[src/lcs_pkg.sv]
// Shared constants and the work-item type for the LCS length engine.
// No dependencies; imported by every module of the block.
package lcs_pkg;

  localparam int LCS_MAX_LEN     = 1024;
  localparam int LCS_SYMBOL_BITS = 8;
  localparam int SYM_W           = 8;
  localparam int LEN_W           = 11;
  localparam int CNT_FIELD_W     = 17;
  localparam int QUEUE_DEPTH     = 4;

  localparam logic [1:0] OP_LOAD = 2'd0;
  localparam logic [1:0] OP_ROW  = 2'd1;
  localparam logic [1:0] OP_NOP  = 2'd2;

  typedef struct packed {
    logic [1:0]             kind;
    logic [SYM_W-1:0]       sym;
    logic [CNT_FIELD_W-1:0] cnt;
    logic                   first_row;
    logic                   has_row;
    logic                   emit;
    logic                   clip;
  } op_t;

endpackage

[src/lcs_front.sv]
// Front end: accepts input items, tracks string phase and counts, issues work items.
// Depends on lcs_pkg.
module lcs_front import lcs_pkg::*; #(
  parameter int MAX_LEN     = LCS_MAX_LEN,
  parameter int SYMBOL_BITS = LCS_SYMBOL_BITS
) (
  input  logic             clk,
  input  logic             rst,
  input  logic             push,
  output logic             full,
  input  logic             which_text,
  input  logic [SYM_W-1:0] symbol,
  input  logic             last_symbol,
  input  logic             no_symbol,
  input  logic             q_full,
  output logic             q_push,
  output op_t              q_op
);

  localparam int CW = $clog2(MAX_LEN + 1);
  localparam int SW = (SYMBOL_BITS < SYM_W) ? SYMBOL_BITS : SYM_W;

  logic [CW-1:0] fcnt, fcnt_next;
  logic [CW-1:0] scnt, scnt_next;
  logic          phase, phase_next;
  logic          clip, clip_next;
  logic          accept;
  logic          do_row;
  logic          clip_row;
  logic [SYM_W-1:0] sym;

  assign full   = q_full;
  assign accept = push && !q_full;
  assign sym    = SYM_W'(symbol[SW-1:0]);

  always_comb begin
    fcnt_next  = fcnt;
    scnt_next  = scnt;
    phase_next = phase;
    clip_next  = clip;
    q_push     = 1'b0;
    q_op       = '0;
    do_row     = !no_symbol && (scnt < CW'(MAX_LEN));
    clip_row   = clip || (!no_symbol && !(scnt < CW'(MAX_LEN)));
    if (accept) begin
      if (!which_text && !phase) begin
        if (!no_symbol) begin
          if (fcnt < CW'(MAX_LEN)) begin
            q_push      = 1'b1;
            q_op.kind   = OP_LOAD;
            q_op.sym    = sym;
            q_op.cnt    = CNT_FIELD_W'(fcnt);
            fcnt_next   = fcnt + CW'(1);
          end else begin
            clip_next = 1'b1;
          end
        end
        if (last_symbol) begin
          phase_next = 1'b1;
          scnt_next  = '0;
        end
      end else if (which_text && phase) begin
        clip_next = clip_row;
        if (do_row) begin
          scnt_next = scnt + CW'(1);
        end
        if (do_row || last_symbol) begin
          q_push         = 1'b1;
          q_op.kind      = do_row ? OP_ROW : OP_NOP;
          q_op.sym       = sym;
          q_op.cnt       = CNT_FIELD_W'(fcnt);
          q_op.first_row = (scnt == '0);
          q_op.has_row   = (scnt != '0) || do_row;
          q_op.emit      = last_symbol;
          q_op.clip      = clip_row;
        end
        if (last_symbol) begin
          fcnt_next  = '0;
          scnt_next  = '0;
          phase_next = 1'b0;
          clip_next  = 1'b0;
        end
      end
    end
  end

  always_ff @(posedge clk) begin
    if (rst) begin
      fcnt  <= '0;
      scnt  <= '0;
      phase <= 1'b0;
      clip  <= 1'b0;
    end else begin
      fcnt  <= fcnt_next;
      scnt  <= scnt_next;
      phase <= phase_next;
      clip  <= clip_next;
    end
  end

  a_fcnt_range: assert property (@(posedge clk) disable iff (rst)
    fcnt <= CW'(MAX_LEN)) else $error("first count beyond maximum");
  a_scnt_range: assert property (@(posedge clk) disable iff (rst)
    scnt <= CW'(MAX_LEN)) else $error("second count beyond maximum");
  a_last_closes: assert property (@(posedge clk) disable iff (rst)
    accept && which_text && phase && last_symbol |=> !phase && fcnt == '0 && !clip)
    else $error("run not closed after last symbol");

endmodule

[config.mk]
export PLATFORM = sky130hd
export DESIGN_NAME = lcs_front
export DESIGN_NICKNAME = d
export VERILOG_FILES = /design/src/lcs_pkg.sv /design/src/lcs_front.sv
export SDC_FILE = /design/constraint.sdc
export NUM_CORES = 1
export LEC_CHECK = 0
export ABC_AREA = 1
export BUFFER_PORTS_ARGS = -buffer_cell sky130_fd_sc_hd__buf_2
export CORE_ASPECT_RATIO = 1.1
export CORE_MARGIN = 1.5
export CORE_UTILIZATION = 45
export DETAILED_ROUTE_END_ITERATION = 7
export MAX_ROUTING_LAYER = met4
export PLACE_DENSITY = 0.71
export SETUP_SLACK_MARGIN = 0.2
export SLEW_MARGIN = 0
export SYNTH_ARGS = -nofsm -noshare
export SYNTH_HDL_FRONTEND = slang
export SYNTH_SLANG_ARGS = --single-unit
[constraint.sdc]
create_clock -name clk -period 3.6 [get_ports clk]
set_clock_uncertainty 0.05 [all_clocks]
set_input_delay 0.54 -clock clk [delete_from_list [all_inputs] [get_ports clk]]
set_output_delay 0.54 -clock clk [all_outputs]
set_load 0.05 [all_outputs]
==> metrics.txt <==
layout net count=320; most frequent cells in the layout=49 x inv_1, 46 x nor2_1, 46 x nand2_1; YS warnings=0; Power per Cell Area=between 200 and 300 mW/mm2; Required @ worst endpoint=3.01 ns; commonest non-fill, non-tap cell in the layout=inv_1; total CTS buffers=3; mean post-synth cell area=approximately 6.3 um2; # DRC=0; area leader, netlist=dfxtp_1; final wirelength=3265 um; Setup Crit Path Kind=reg -> out; reg2reg start=phase$_SDFFE_PP0P_; TritonCTS clock tree=built; Worst Setup End Kind=output pin; H-tree Lvls=1; Placement Setup Slack=0.9416 ns; register area share after synthesis=29.45%; cell breakdown of the critical path=inv_1 > ha_1 > inv_1 > nand2_2 > nor2_1 > nand2_1 > inv_1 > nor2_1 > nor2_1 > buf_2; largest fanout on the critical path=9; HP Class=reg -> reg; Core Area=0.003413 mm2; initial antenna violation count=0; RSZ-0062 raised after global routing=no; first-pass GRT wire length=5520 um; Synth Register Bits=24; Final Cycle Share=74.74%; Slew HR=62.92%; vias in the first global route=between 1k and 1.5k; cells after synthesis=259; gr usage total=18.30%; fmax=371.6 MHz; Initial Util=47.80%; final std cells w/o fill=about 350; leak pwr=0.9217 nW; fin crit period=2.691 ns; Max clock buf depth=2; largest net degree at the start of global routing=19; die height=66.15 um; final instance area=0.001856 mm2; Die ar.=0.003996 mm2; hold path cells=2; DIE WIDTH=60.41 um; grt total ovfl=0; Routed Antenna Nets=0; final setup vio count=0; # diodes=0; status=complete, no violations; reg2reg path depth=8; critical path startpoint category=flop; Root Driver=clkbuf_4; max-slew violation count=0; crit path to=q_op[0]; reg2reg end=scnt[2]$_SDFFE_PP0P_; setup ws final=between 0.9 and 1 ns; CP max stage cell=dfxtp_1; crit path DAT=2.10 ns; share of cells above drive strength 1=~21%; gp weighted congestion=0.8146; # IOs=48; top cell type's share of synthesized area=slightly below 30%; FP Rows=22; Netlist Area Pre-Place=between 0.0015 and 0.002 mm2; CP startpoint=phase$_SDFFE_PP0P_; Hold Vio Cnt, Final=0; Max IR drop VDD=0.1485 mV; unique cell type count in the Yosys netlist=26; slack of the worst reg-to-reg path=1.80 ns; detailed-route vias per instance=4.618; Vias=1598; drt pass-1 iters=4; Layout area overhead=13.73%; Slew @ Worst Pin=roughly 0.56 ns; count of input and output buffers=41; setup TNS=0 ns; clk sinks=24; DR iter-0 viols=58; Skew-Pair Late Insertion Delay=between 0.3 and 0.4 ns; peak per-stage delay on the critical path=0.38 ns; DP Wirelength=between 2000 and 3000 um; Cell Area, Placed=about 0.0018 mm2; max_cap viols=0; largest cells by area after synthesis=dfxtp_1 29%, inv_1 11%, nand2_1 11%; setup bufs post-CTS=0; DP Cell Count=343; clock slew at reported path FFs=~0.13 ns; hold buffer count at CTS=0; PostCTS Resize Cnt=0; wire length per cell=9.436 um
==> cell type report <==
cell class,count,area [um2]
fillers,375,1558
multi-input cells,178,892.1
flip-flops and latches,24,480.5
repair buffers,41,205.2
inverters,52,195.2
well taps,48,60.06
clock buffers,3,22.52
==> report_power, final <==
| part | total (mW) | internal, mW | switching [mW] |
|---|---|---|---|
| Combinational | 0.0776 | 0.0188 | 0.0588 |
| Sequential | 0.267 | 0.266 | 0.000711 |
| Clock | 0.120 | 0.0391 | 0.0806 |
==> state kept, by name, summed over array words and instances (netlist names) <==
name   count
clip       1
phase      1
scnt      11
fcnt      11
==> metrics by stage <==
step           hold slack [ns]  utilization [%]  power (mW)
2_1_floorplan           0.3949                -      0.3396
3_3_place_gp            0.4109            53.70      0.3505
3_5_place_dp            0.4153            53.70      0.3508
4_1_cts                 0.4347            54.36      0.4682
5_1_grt                 0.4465            54.36      0.4892
6_report                0.4309            54.36      0.4644
==> synthesized netlist by cell type <==
master,count
inv_1,49
nand2_1,46
nor2_1,46
dfxtp_1,24
a21oi_1,21
nand3_1,15
buf_4,8
o21ai_0,7
nand4_1,6
nor2_2,6
ha_1,5
nor2_4,4
inv_2,3
nand2_2,3
nor3_1,3
buf_6,2
nand3b_1,2
a21oi_2,1
and2_1,1
conb_1,1
nand2_4,1
nand3_4,1
nor3_2,1
o211a_1,1
o21ai_1,1
xor2_1,1
==> worst min-delay path by stage <==
stage	startpoint	to	slack, ns
3_3_place_gp	fcnt[3]$_SDFFE_PP0P_	fcnt[3]$_SDFFE_PP0P_	0.41
5_1_grt	rst	phase$_SDFFE_PP0P_	0.45
4_1_cts	scnt[8]$_SDFFE_PP0P_	scnt[8]$_SDFFE_PP0P_	0.43
3_5_place_dp	scnt[8]$_SDFFE_PP0P_	scnt[8]$_SDFFE_PP0P_	0.42
2_1_floorplan	scnt[8]$_SDFFE_PP0P_	scnt[8]$_SDFFE_PP0P_	0.39
6_report	scnt[8]$_SDFFE_PP0P_	scnt[8]$_SDFFE_PP0P_	0.43
==> critical path, delay by kind of cell, from the launching register on <==
| kind | cells | cell delay (ns) |
|---|---|---|
| adders and majority gates | 1 | 0.29 |
| and+or+nand+nor | 5 | 0.54 |
| buffers and inverters | 4 | 0.60 |
| DFF | 1 | 0.38 |
==> layer usage <==
layer  global-route usage, %  part of all wire [%]  up-vias
met4                   4.891                  0.74        0
met1                   25.30                    50      686
li1                        -                     -      865
met2                   27.72                    43       45
met3                   2.935                   6.2        2
met5                       -                     0        -
==> kinds of logic after synthesis <==
family                     synth area share (%)
DFF                                       29.45
buffers and inverters                     17.02
adders and majority gates                 3.834
and+or+nand+nor                           38.88
AOI/OAI and AO/OA                         10.05
other                                    0.2298
xor gates and xnor gates                 0.5369
Power figures use the tool's default switching activity.
