`config.mk`:
```
export PLATFORM = sky130hd
export DESIGN_NAME = lcs_queue
export DESIGN_NICKNAME = d
export VERILOG_FILES = /design/src/lcs_pkg.sv /design/src/lcs_queue.sv
export SDC_FILE = /design/constraint.sdc
export NUM_CORES = 1
export LEC_CHECK = 0
export ABC_CLOCK_PERIOD_IN_PS = 2600
export BUFFER_PORTS_ARGS = -buffer_cell sky130_fd_sc_hd__buf_2
export CAP_MARGIN = 20
export CELL_PAD_IN_SITES_DETAIL_PLACEMENT = 0
export CELL_PAD_IN_SITES_GLOBAL_PLACEMENT = 1
export CORE_MARGIN = 4
export CORE_UTILIZATION = 49
export DETAILED_ROUTE_END_ITERATION = 6
export PLACE_DENSITY_LB_ADDON = 0.08
export SYNTH_ARGS = -nofsm -noshare
export SYNTH_HDL_FRONTEND = slang
export SYNTH_SLANG_ARGS = --single-unit
```
`constraint.sdc`:
```
create_clock -name clk -period 2.6 [get_ports clk]
set_input_delay 0.13 -clock clk [delete_from_list [all_inputs] [get_ports clk]]
set_output_delay 0.13 -clock clk [all_outputs]
set_load 0.01 [all_outputs]
```
`src/lcs_pkg.sv`:
```
// Shared constants and the work-item type for the LCS length engine.
// No dependencies; imported by every module of the block.
package lcs_pkg;

  localparam int LCS_MAX_LEN     = 1024;
  localparam int LCS_SYMBOL_BITS = 8;
  localparam int SYM_W           = 8;
  localparam int LEN_W           = 11;
  localparam int CNT_FIELD_W     = 17;
  localparam int QUEUE_DEPTH     = 4;

  localparam logic [1:0] OP_LOAD = 2'd0;
  localparam logic [1:0] OP_ROW  = 2'd1;
  localparam logic [1:0] OP_NOP  = 2'd2;

  typedef struct packed {
    logic [1:0]             kind;
    logic [SYM_W-1:0]       sym;
    logic [CNT_FIELD_W-1:0] cnt;
    logic                   first_row;
    logic                   has_row;
    logic                   emit;
    logic                   clip;
  } op_t;

endpackage

```
`src/lcs_queue.sv`:
```
// Short work-item queue between front and back end.
// Depends on lcs_pkg.
module lcs_queue import lcs_pkg::*; (
  input  logic clk,
  input  logic rst,
  input  logic wr_en,
  input  op_t  wr_op,
  output logic q_full,
  input  logic rd_en,
  output op_t  rd_op,
  output logic q_empty
);

  localparam int PW = $clog2(QUEUE_DEPTH);

  op_t             slots [QUEUE_DEPTH];
  logic [PW-1:0]   wr_ptr;
  logic [PW-1:0]   rd_ptr;
  logic [PW:0]     count;
  logic            do_wr;
  logic            do_rd;

  assign q_full  = (count == (PW+1)'(QUEUE_DEPTH));
  assign q_empty = (count == '0);
  assign do_wr   = wr_en && !q_full;
  assign do_rd   = rd_en && !q_empty;
  assign rd_op   = slots[rd_ptr];

  always_ff @(posedge clk) begin
    if (do_wr) begin
      slots[wr_ptr] <= wr_op;
    end
  end

  always_ff @(posedge clk) begin
    if (rst) begin
      wr_ptr <= '0;
      rd_ptr <= '0;
      count  <= '0;
    end else begin
      if (do_wr) begin
        wr_ptr <= wr_ptr + PW'(1);
      end
      if (do_rd) begin
        rd_ptr <= rd_ptr + PW'(1);
      end
      if (do_wr && !do_rd) begin
        count <= count + (PW+1)'(1);
      end else if (do_rd && !do_wr) begin
        count <= count - (PW+1)'(1);
      end
    end
  end

  a_count_range: assert property (@(posedge clk) disable iff (rst)
    count <= (PW+1)'(QUEUE_DEPTH)) else $error("queue count overflow");
  a_ptr_gap: assert property (@(posedge clk) disable iff (rst)
    (PW+1)'(PW'(wr_ptr - rd_ptr)) == count || count == (PW+1)'(QUEUE_DEPTH))
    else $error("queue pointers disagree with count");
  a_wr_grows: assert property (@(posedge clk) disable iff (rst)
    do_wr && !do_rd |=> count == $past(count) + (PW+1)'(1))
    else $error("queue count did not advance");

endmodule

```
==> flow_summary_export.csv, run 1 <==
group,metric,value,unit
run_status,status,"completed",
job,max_cap_viol_count,0,
yosys,synth_cell_types,23,
hold_path,hold_end,"wr_ptr[0]",
yosys,synth_fp_nets,250,
place,dp.cells,409,
clock_network,clk_latency,500,ps
finish,drive_above_1_share,0.4223,
global_route,grt_pass1_vias,2549,
yosys,syn_inst,209,
drt,routed_wl,8.447,mm
finish,final_util,0.6535,
yosys,syn_area,4945,um2
global_route,grt_max_degree,32,
drt,drc_errors,0,
critical_path,cp.required,3030,ps
clock_network,clk_pin_slew,60,ps
yosys,ys_seq_elements,133,
drt,vias_per_cell,5.046,
floorplan,rows,36,
drt,firstDrtPassIters,4,
critical_path,cp.arrival,2560,ps
sta,fin_crit_sh,0.8192,
drt,wire_per_inst,17.82,um
critical_path,crit_path_start,"count[0]",
critical_path,cpMaxStageDelayCell,"dfxtp_1",
floorplan,die_w,108.5,um
clock_network,clockRootBuffer,"clkbuf_8",
drt,ant_nets,0,
yosys,syn_area_per_cell,23.66,um2
finish,synthToLayoutAreaGrowth,29.78,%
sta,report.final.slew_viol_count,0,
drt,drt_iter0_markers,123,
sta,tightest_slew,569.4,ps
critical_path,cp.buffers_inverters,1,
finish,instances_no_fill,474,
clock_network,numCtsBuffers,17,
critical_path,crit_type,"flip-flop to flip-flop",
power,power,0.006276,W
finish,finalNetCount,369,
global_route,grt_remaining_overflow,0,
power,pwr_density_cell,978.0,nW/um2
clock_network,h-tree-depth,4,
place,place_area,5517,um2
global_route,antenna_found_initial,0,
critical_path,r2r_cells,8,
sta,fin_skew,5.467,ps
place,dp_hpwl,4.997,mm
critical_path,rrSetupSlack,470,ps
sta,finalSetupViolCount,0,
clock_network,cts_tree,"yes",
critical_path,critPathMaxStageDelay,480,ps
floorplan,io_pins,68,
critical_path,r2r_start,"count[0]",
hold_path,min_path_cells,4,
sta,max_slew_margin,0.6204,
sta,setup_tns,0,ps
floorplan,initial_core_util,0.5036,
critical_path,cp.depth,8,
critical_path,crit_path_cell_trace,"nor3b_2, nor2_2, ha_1, inv_1, fa_1, xor2_1, or3_1, a21oi_1",
power,p_leak,2.239,nW
critical_path,crit_path_max_fanout,6,
yosys,ys.warnings.count,0,
sta,fmax,0.4695,GHz
power,ir_worst_vdd,0.4972,mV
global_route,grt_pass1_wl,13.59,mm
drt,vias,2392,
floorplan,die_area,11760,um2
finish,stdcell_area,6417,um2
sta,period_needed,2130,ps
finish,antenna_cells,0,
clock_network,ctsResizeCount,0,
global_route,grtUsageTotal,0.1589,
place,numPortBuffers,67,
yosys,synth.yosys.seq_area_share,0.7895,
clock_network,clock_sinks,133,
sta,timing.final.hold_violations,0,
clock_network,post_cts_buffers,0,
hold_path,hp-class,"input port to flip-flop",
floorplan,core_area,9819,um2
critical_path,startpoint_type,"flip-flop",
place,gp_congestion,0.7345,
critical_path,cp_top_family,"simple AND/OR/NAND/NOR gates",
critical_path,r2r-end,"count[2]",
critical_path,end_kind,"flip-flop",
hold_path,worstHoldStart,"wr_en",
clock_network,cts_buffer_depth,2,
sta,rsz0062_at_grt,"no",
clock_network,cts-hold-fix-buffers,33,
floorplan,die_h,108.5,um
## kinds of logic (layout without fill, tap and decap cells)
group	after synthesis	after routing	share of synthesized area
flip-flops	133	133	0.7895
multiplexers	33	33	0.1460
AND/OR/NAND/NOR	16	16	0.01872
buffers and inverters	11	143	0.01366
adder cells (fa/ha/maj)	6	6	0.01670
AO/OA/AOI/OAI	6	6	0.008350
XOR/XNOR	4	4	0.007084
## through the flow
| step | hold WS, ps | setup slack, ps |
|---|---|---|
| after floorplan | 228.9 | 616.4 |
| after global placement | 344.7 | 497.8 |
| after detailed placement | 348.8 | 480.1 |
| after CTS | 29.50 | 459.3 |
| after global routing | 60.26 | 293.1 |
| final | 49.06 | 470.0 |
## cells in the mapped netlist, drive strengths merged
| cell | count | area (um2) |
|---|---|---|
| edfxtp | 124 | 3724 |
| mux4 | 31 | 701.9 |
| dfxtp | 9 | 180.2 |
| buf | 6 | 48.79 |
| nor2 | 6 | 25.03 |
| ha | 5 | 62.56 |
| and2 | 4 | 25.02 |
| inv | 4 | 15.01 |
| xor2 | 4 | 35.03 |
| a21oi | 2 | 10.01 |
| mux2i | 2 | 20.02 |
| nand2b | 2 | 12.51 |
| o21ai | 2 | 10.01 |
| or3 | 2 | 12.51 |
| clkbuf | 1 | 3.750 |
| fa | 1 | 20.02 |
| nor3 | 1 | 5.000 |
| nor3b | 1 | 12.51 |
| o311ai | 1 | 8.760 |
| o31ai | 1 | 12.51 |
## flip-flops by register name, summed over array words and instances, names as in the netlist, named ones only
register / flops
slots: 124
count: 3
rd_ptr: 2
wr_ptr: 2
## final cells by class
cell class | instances | area (um2)
Multi-Input combinational cell | 65 | 978.4
Sequential cell | 133 | 3906
Clock buffer | 18 | 417.9
Timing Repair Buffer | 107 | 780.7
Clock inverter | 14 | 152.6
Tap cell | 133 | 166.4
Fill cell | 708 | 3402
Inverter | 4 | 15.01
## report_power, final
| part | leakage, nW | total [W] | internal, W | switching, W |
|---|---|---|---|---|
| combinational | 0.759 | 0.00133 | 0.000700 | 0.000632 |
| clock | 0.268 | 0.00226 | 0.00137 | 0.000883 |
| sequential | 1.21 | 0.00269 | 0.00258 | 0.000107 |
## tightest hold or removal path, stage by stage
cell and delay (ps):
buf_2 80, inv_1 60, o21ai_0 170, a21oi_1 60
## layer usage
| metal | track usage | vias to the layer above | routed length, um |
|---|---|---|---|
| met5 | 0 | - | 0 |
| met4 | 0.04869 | 0 | 90 |
| met3 | 0.05075 | 10 | 356 |
| met2 | 0.2511 | 52 | 4219 |
| met1 | 0.2128 | 1217 | 3781 |
| li1 | - | 1113 | - |
## cell usage in the layout, fill, tap and decap left out
cell           netlist  routed
a21oi_1              2       2
and2_2               0       4
buf_12               0       5
buf_2                3      67
buf_4                0       2
bufinv_16            0       2
clkbuf_1             1       1
clkbuf_16            0      16
clkbuf_8             0       1
clkinv_2             0       2
clkinv_4             0       3
clkinvlp_4           0       4
dfxtp_1              9       7
dfxtp_2              0       2
dlygate4sd3_1        0      33
edfxtp_1           124     124
fa_1                 1       1
ha_1                 5       5
inv_1                4       4
inv_6                0       3
mux2i_1              2       2
mux4_1               1       1
mux4_2              30      30
nand2b_1             2       2
nor2_1               5       5
nor2_2               1       1
nor3_1               1       1
nor3b_2              1       1
o21ai_0              2       2
o311ai_1             1       1
o31ai_2              1       1
or3_1                2       2
xor2_1               4       4
## how the worst max path moves through the flow
stage	endpoint	slack, ps
detailed placement	count[2]	480
floorplan	count[2]	620
finish	count[2]	470
global route	count[2]	290
CTS	count[2]	460
global placement	count[2]	500
No activity file was read; power rests on OpenSTA's default activity.
==> inputs of run 2 (changes only) <==
- ABC_CLOCK_PERIOD_IN_PS: 2600 -> 1700
- CORE_UTILIZATION: 49 -> 45
- clock period: 2.6 -> 1.7 ns (I/O delays scaled with it)
==> run 2 against run 1 <==
The run now ends with negative setup slack left. Sequential power grew 52%. Via count grew 0.88%. Core utilization shrank 2.3 points. Hold slack gained 270 ps. Clock power grew 58%. Final cell count grew 4.2%. Critical path type is now flip-flop to primary output. Critical endpoint is now rd_op[24]. Largest power group unchanged. Highest routed layer unchanged.
==> flow_summary_export.csv, run 2 (synthesized netlist as in run 1, its figures left out) <==
group,metric,value,unit
critical_path,cp.arrival,1770,ps
place,dp.cells,428,
critical_path,crit_path_max_fanout,14,
clock_network,clk_pin_slew,60,ps
power,p_leak,2.388,nW
sta,max_slew_margin,0.8069,
drt,drc_errors,0,
global_route,grt_max_degree,32,
critical_path,r2r_start,"count[2]",
power,clock_power_share,0.345,
finish,synthToLayoutAreaGrowth,37.63,%
finish,largest-register,"slots",
clock_network,clk_latency,500,ps
power,pwr_density_cell,1521,nW/um2
clock_network,clockRootBuffer,"clkbuf_8",
global_route,grtUsageTotal,0.1507,
finish,most-common-layout-cells,"edfxtp_1, buf_2, dlygate4sd3_1",
drt,met2WireLength,4.614,mm
global_route,grt_remaining_overflow,0,
floorplan,rows,38,
sta,timing.final.hold_violations,0,
finish,drive_above_1_share,0.4407,
floorplan,die_area,12730,um2
clock_network,clock_sinks,133,
place,gp_congestion,0.6531,
sta,period_needed,1852,ps
finish,antenna_cells,0,
sta,finalSetupViolCount,32,
drt,drt_iter0_markers,146,
finish,finalNetCount,382,
power,ir_worst_vdd,0.7559,mV
place,numPortBuffers,67,
finish,ff_latch_area,3915,um2
power,p_seq_frac,0.395,
sta,setup_tns,-3933,ps
hold_path,worstHoldStart,"wr_op[23]",
floorplan,core_area,10790,um2
power,power.switching,0.002474,W
finish,n_fill_cell,764,
hold_path,hold_end,"slots[3][23]",
power,p_sw_frac,0.2390,
hold_path,hp-class,"input port to flip-flop",
sta,fin_crit_sh,1.089,
run_status,failed_checks,"negative setup slack",
finish,instances_no_fill,494,
clock_network,numCtsBuffers,17,
job,max_cap_viol_count,0,
drt,routed.top_layer,"met4",
sta,whs,318.2,ps
drt,firstDrtPassIters,4,
critical_path,r2r-end,"count[2]",
critical_path,rrSetupSlack,-130,ps
place,dp_worst_setup_slack,-180.9,ps
sta,rsz0062_at_grt,"yes",
drt,ant_nets,0,
finish,final_common_cell,"edfxtp_1",
sta,tightest_slew,285.1,ps
drt,wire_per_inst,17.49,um
clock_network,cts_tree,"yes",
drt,vias_per_cell,4.885,
drt,routed_wl,8.641,mm
critical_path,startpoint_type,"flip-flop",
clock_network,cts_buffer_depth,2,
hold_path,min_path_cells,2,
sta,fin_ws,-152.0,ps
global_route,grt_pass1_wl,14.30,mm
critical_path,cp.required,1620,ps
finish,largest_register_ffs,124,
global_route,antenna_found_initial,0,
floorplan,die_w,112.8,um
floorplan,die_h,112.8,um
power,p_int,0.007879,W
clock_network,h-tree-depth,4,
floorplan,io_pins,68,
sta,fmax,0.5400,GHz
finish,multi_input_area,1002,um2
drt,vias,2413,
sta,report.final.slew_viol_count,0,
global_route,grt_pass1_vias,2709,
critical_path,crit_type,"flip-flop to primary output",
critical_path,r2r_cells,7,
drt,wl_met3,407,um
run_status,status,"finished with violations",
power,power_frac_comb,0.260,
place,dp_hpwl,5.337,mm
critical_path,end_kind,"primary output",
sta,fin_skew,5.708,ps
floorplan,initial_core_util,0.4581,
drt,wl_met1,3.553,mm
finish,reg.largest.list,"slots (124), count (3)",
==> run 2: metal layers <==
metal | track usage | vias up
met2 | 0.2571 | 58
met1 | 0.1793 | 1213
li1 | - | 1135
met5 | 0 | -
met4 | 0.04808 | 0
met3 | 0.05455 | 7
==> run 2: power groups by stage <==
stage	sequential, W	clock, W	combinational, W
final	0.00409	0.00357	0.00269
after global routing	0.00413	0.00384	0.00292
after CTS	0.00410	0.00367	0.00264
after detailed placement	0.00415	0	0.00231
after global placement	0.00413	0	0.00230
after floorplan	0.00413	0	0.00139
==> run 2: through the flow <==
step	area [um2]	power, W	utilization
2_1_floorplan	4965	0.005521	-
6_report	6805	0.01035	0.6305
3_5_place_dp	5705	0.006463	0.5286
4_1_cts	6751	0.01041	0.6256
5_1_grt	6805	0.01089	0.6305
3_3_place_gp	5705	0.006433	0.5286
==> run 2: cell type report <==
type / instances / area share
Multi-Input combinational cell: 65 / 0.1473
Inverter: 4 / 0.002206
Tap cell: 140 / 0.02574
Clock inverter: 11 / 0.02298
Sequential cell: 133 / 0.5753
Timing Repair Buffer: 120 / 0.1634
Clock buffer: 21 / 0.06306
==> run 2: timing repair <==
| item | in CTS | in global routing |
|---|---|---|
| setup endpoints to repair | 32 | 33 |
| hold buffers | 34 | 0 |
| buffers inserted | 0 | 0 |
| resized for setup | 21 | 9 |
| pin swaps | 3 | 1 |
| hold endpoints to repair | 133 | 0 |
==> run 2: worst max-delay path: stages (launching register included) <==
cell,delay (ps)
dfxtp_4,380
buf_12,170
mux4_1,540
buf_2,160
==> run 2: worst max-delay path by stage <==
stage,startpoint,endpoint,slack [ps],cells after the start
6_report,flip-flop,rd_op[24],-150,3
4_1_cts,flip-flop,rd_op[24],-210,3
3_5_place_dp,count[1],count[2],-180,7
2_1_floorplan,count[2],count[2],-170,8
3_3_place_gp,count[1],count[2],-150,7
5_1_grt,count[2],count[2],-250,7
==> inputs of run 3 (changes only) <==
- ABC_CLOCK_PERIOD_IN_PS: 1700 -> 1500
- PLACE_DENSITY: not set -> 0.74
- PLACE_DENSITY_LB_ADDON: 0.08 -> not set
- REMOVE_ABC_BUFFERS: not set -> 1
- clock period: 1.7 -> 1.5 ns (I/O delays scaled with it)
==> run 3 against run 2 <==
The flow still finishes with violations (negative setup slack). Setup slack lost 200 ps. Flip-flop and latch count is the same. Sequential share of layout area shrank 0.52 points. Total power grew 14%. Clock power grew 11%. Sequential power grew 14%. Die area is the same. Largest cell class unchanged. Largest power group unchanged. Highest routed layer unchanged.
==> flow_summary_export.csv, run 3 (synthesized netlist as in run 1, its figures left out) <==
group,metric,value,unit
sta,fmax,0.5400,GHz
critical_path,crit_type,"flip-flop to primary output",
critical_path,endpoint,"rd_op[17]",
drt,met2WireLength,4.994,mm
global_route,antenna_found_initial,0,
clock_network,clock_sinks,133,
hold_path,hp-class,"input port to flip-flop",
finish,multi_input_area,1005,um2
floorplan,die_h,112.8,um
floorplan,initial_core_util,0.4581,
critical_path,end_kind,"primary output",
global_route,grt_pass1_wl,14.08,mm
finish,stdcell_area,6863,um2
drt,drc_errors,0,
finish,synthToLayoutAreaGrowth,38.79,%
drt,routed_wl,9.511,mm
finish,final_util,0.6359,
finish,antenna_cells,0,
floorplan,rows,38,
sta,max_slew_margin,0.8088,
global_route,grtUsageTotal,0.1498,
sta,period_needed,1852,ps
critical_path,startpoint_type,"flip-flop",
critical_path,cp.buffers_inverters,2,
floorplan,io_pins,68,
critical_path,crit_path_cell_trace,"buf_12, mux4_2, buf_6",
run_status,failed_checks,"negative setup slack",
global_route,grt_pass1_vias,2648,
critical_path,r2r-end,"count[2]",
place,dp_hpwl,4.981,mm
drt,vias,2492,
sta,fin_skew,5.572,ps
floorplan,core_area,10790,um2
critical_path,r2r_cells,7,
drt,wire_per_inst,19.14,um
drt,vias_per_cell,5.014,
critical_path,cp.required,1420,ps
critical_path,crit_path_max_fanout,10,
clock_network,clockRootBuffer,"clkbuf_8",
drt,ant_nets,0,
finish,drive_above_1_share,0.4678,
critical_path,cp.depth,3,
clock_network,cts_tree,"yes",
finish,final_common_cell,"edfxtp_1",
power,pwr_density_cell,1724,nW/um2
global_route,grt_remaining_overflow,0,
sta,report.final.slew_viol_count,0,
place,place_area,5605,um2
finish,ff_latch_area,3913,um2
finish,most-common-layout-cells,"edfxtp_1, buf_2, dlygate4sd3_1",
critical_path,critPathMaxStageDelay,530,ps
place,gp_congestion,0.6982,
floorplan,die_area,12730,um2
clock_network,numCtsBuffers,17,
finish,finalNetCount,386,
power,p_leak,2.420,nW
job,max_cap_viol_count,0,
critical_path,cp_top_family,"multiplexers",
clock_network,clk_pin_slew,60,ps
critical_path,cpMaxStageDelayCell,"mux4_2",
critical_path,rrSetupSlack,-340,ps
drt,drt_iter0_markers,115,
critical_path,cp.arrival,1780,ps
drt,routed.top_layer,"met4",
clock_network,h-tree-depth,4,
critical_path,r2r_start,"count[2]",
sta,finalSetupViolCount,34,
finish,largest_register_ffs,124,
floorplan,die_w,112.8,um
clock_network,cts_buffer_depth,2,
place,numPortBuffers,67,
drt,firstDrtPassIters,4,
drt,wl_met1,4.033,mm
sta,fin_ws,-351.7,ps
global_route,grt_max_degree,32,
run_status,status,"finished with violations",
sta,tightest_slew,282.4,ps
sta,timing.final.hold_violations,0,
sta,fin_crit_sh,1.234,
finish,n_fill_cell,756,
finish,largest-register,"slots",
power,ir_worst_vdd,0.8457,mV
clock_network,clk_latency,500,ps
drt,wl_met3,437,um
sta,rsz0062_at_grt,"yes",
finish,reg.largest.list,"slots (124), count (3)",
[run 3: cell type report]
type | count | area share
sequential | 133 | 0.5701
timing repair buffer | 124 | 0.1719
multi-input combinational | 65 | 0.1464
clock buffer | 18 | 0.06089
tap | 140 | 0.02552
clock inverter | 13 | 0.02297
inverter | 4 | 0.002188
[run 3: routing by layer]
layer,track usage,vias to the layer above
met5,0,-
met2,0.2453,63
met4,0.04327,0
li1,-,1145
met1,0.1883,1280
met3,0.05668,4
[run 3: power breakdown]
group	switching (W)	internal [W]	total, W	leakage [nW]
clock	0.00145	0.00252	0.00397	0.276
sequential	0.000181	0.00449	0.00467	1.21
combinational	0.00134	0.00186	0.00320	0.931
total	0.00297	0.00886	0.0118	2.42
[run 3: timing repair]
| action | in CTS | in global routing |
|---|---|---|
| hold endpoints to repair | 133 | 0 |
| hold buffers | 33 | 0 |
| cloned | 1 | 6 |
| endpoints found under the setup margin | 33 | 159 |
| setup buffers | 0 | 1 |
| pin swaps | 4 | 0 |
| gates resized for setup | 23 | 17 |
[run 3: worst min-delay path by stage]
stage,start,slack (ps),cells past startpoint,endpoint
final,rd_en,30,4,flip-flop
after global routing,rd_en,30,5,flip-flop
after detailed placement,wr_op[4],290,1,slots[1][4]
after global placement,wr_op[1],290,1,slots[0][1]
after CTS,rd_en,6,4,flip-flop
after floorplan,rst,140,1,count[2]
[run 3: tightest hold or removal path, stage by stage]
cell,delay [ps]
buf_2,130
o311ai_1,100
xor2_1,60
nor2_1,120
[run 3: per-stage QoR]
stage	instances	setup WS [ps]	setup TNS, ps	total power (W)	hold WS, ps
after detailed placement	425	-455.7	-574.5	0.007209	291.0
after global placement	425	-375.9	-514.6	0.007164	285.0
after floorplan	202	-725.2	-76430	0.006140	144.1
after CTS	490	-415.1	-12180	0.01165	5.929
final	497	-351.7	-10750	0.01183	30.51
after global routing	497	-435.1	-13730	0.01238	26.29
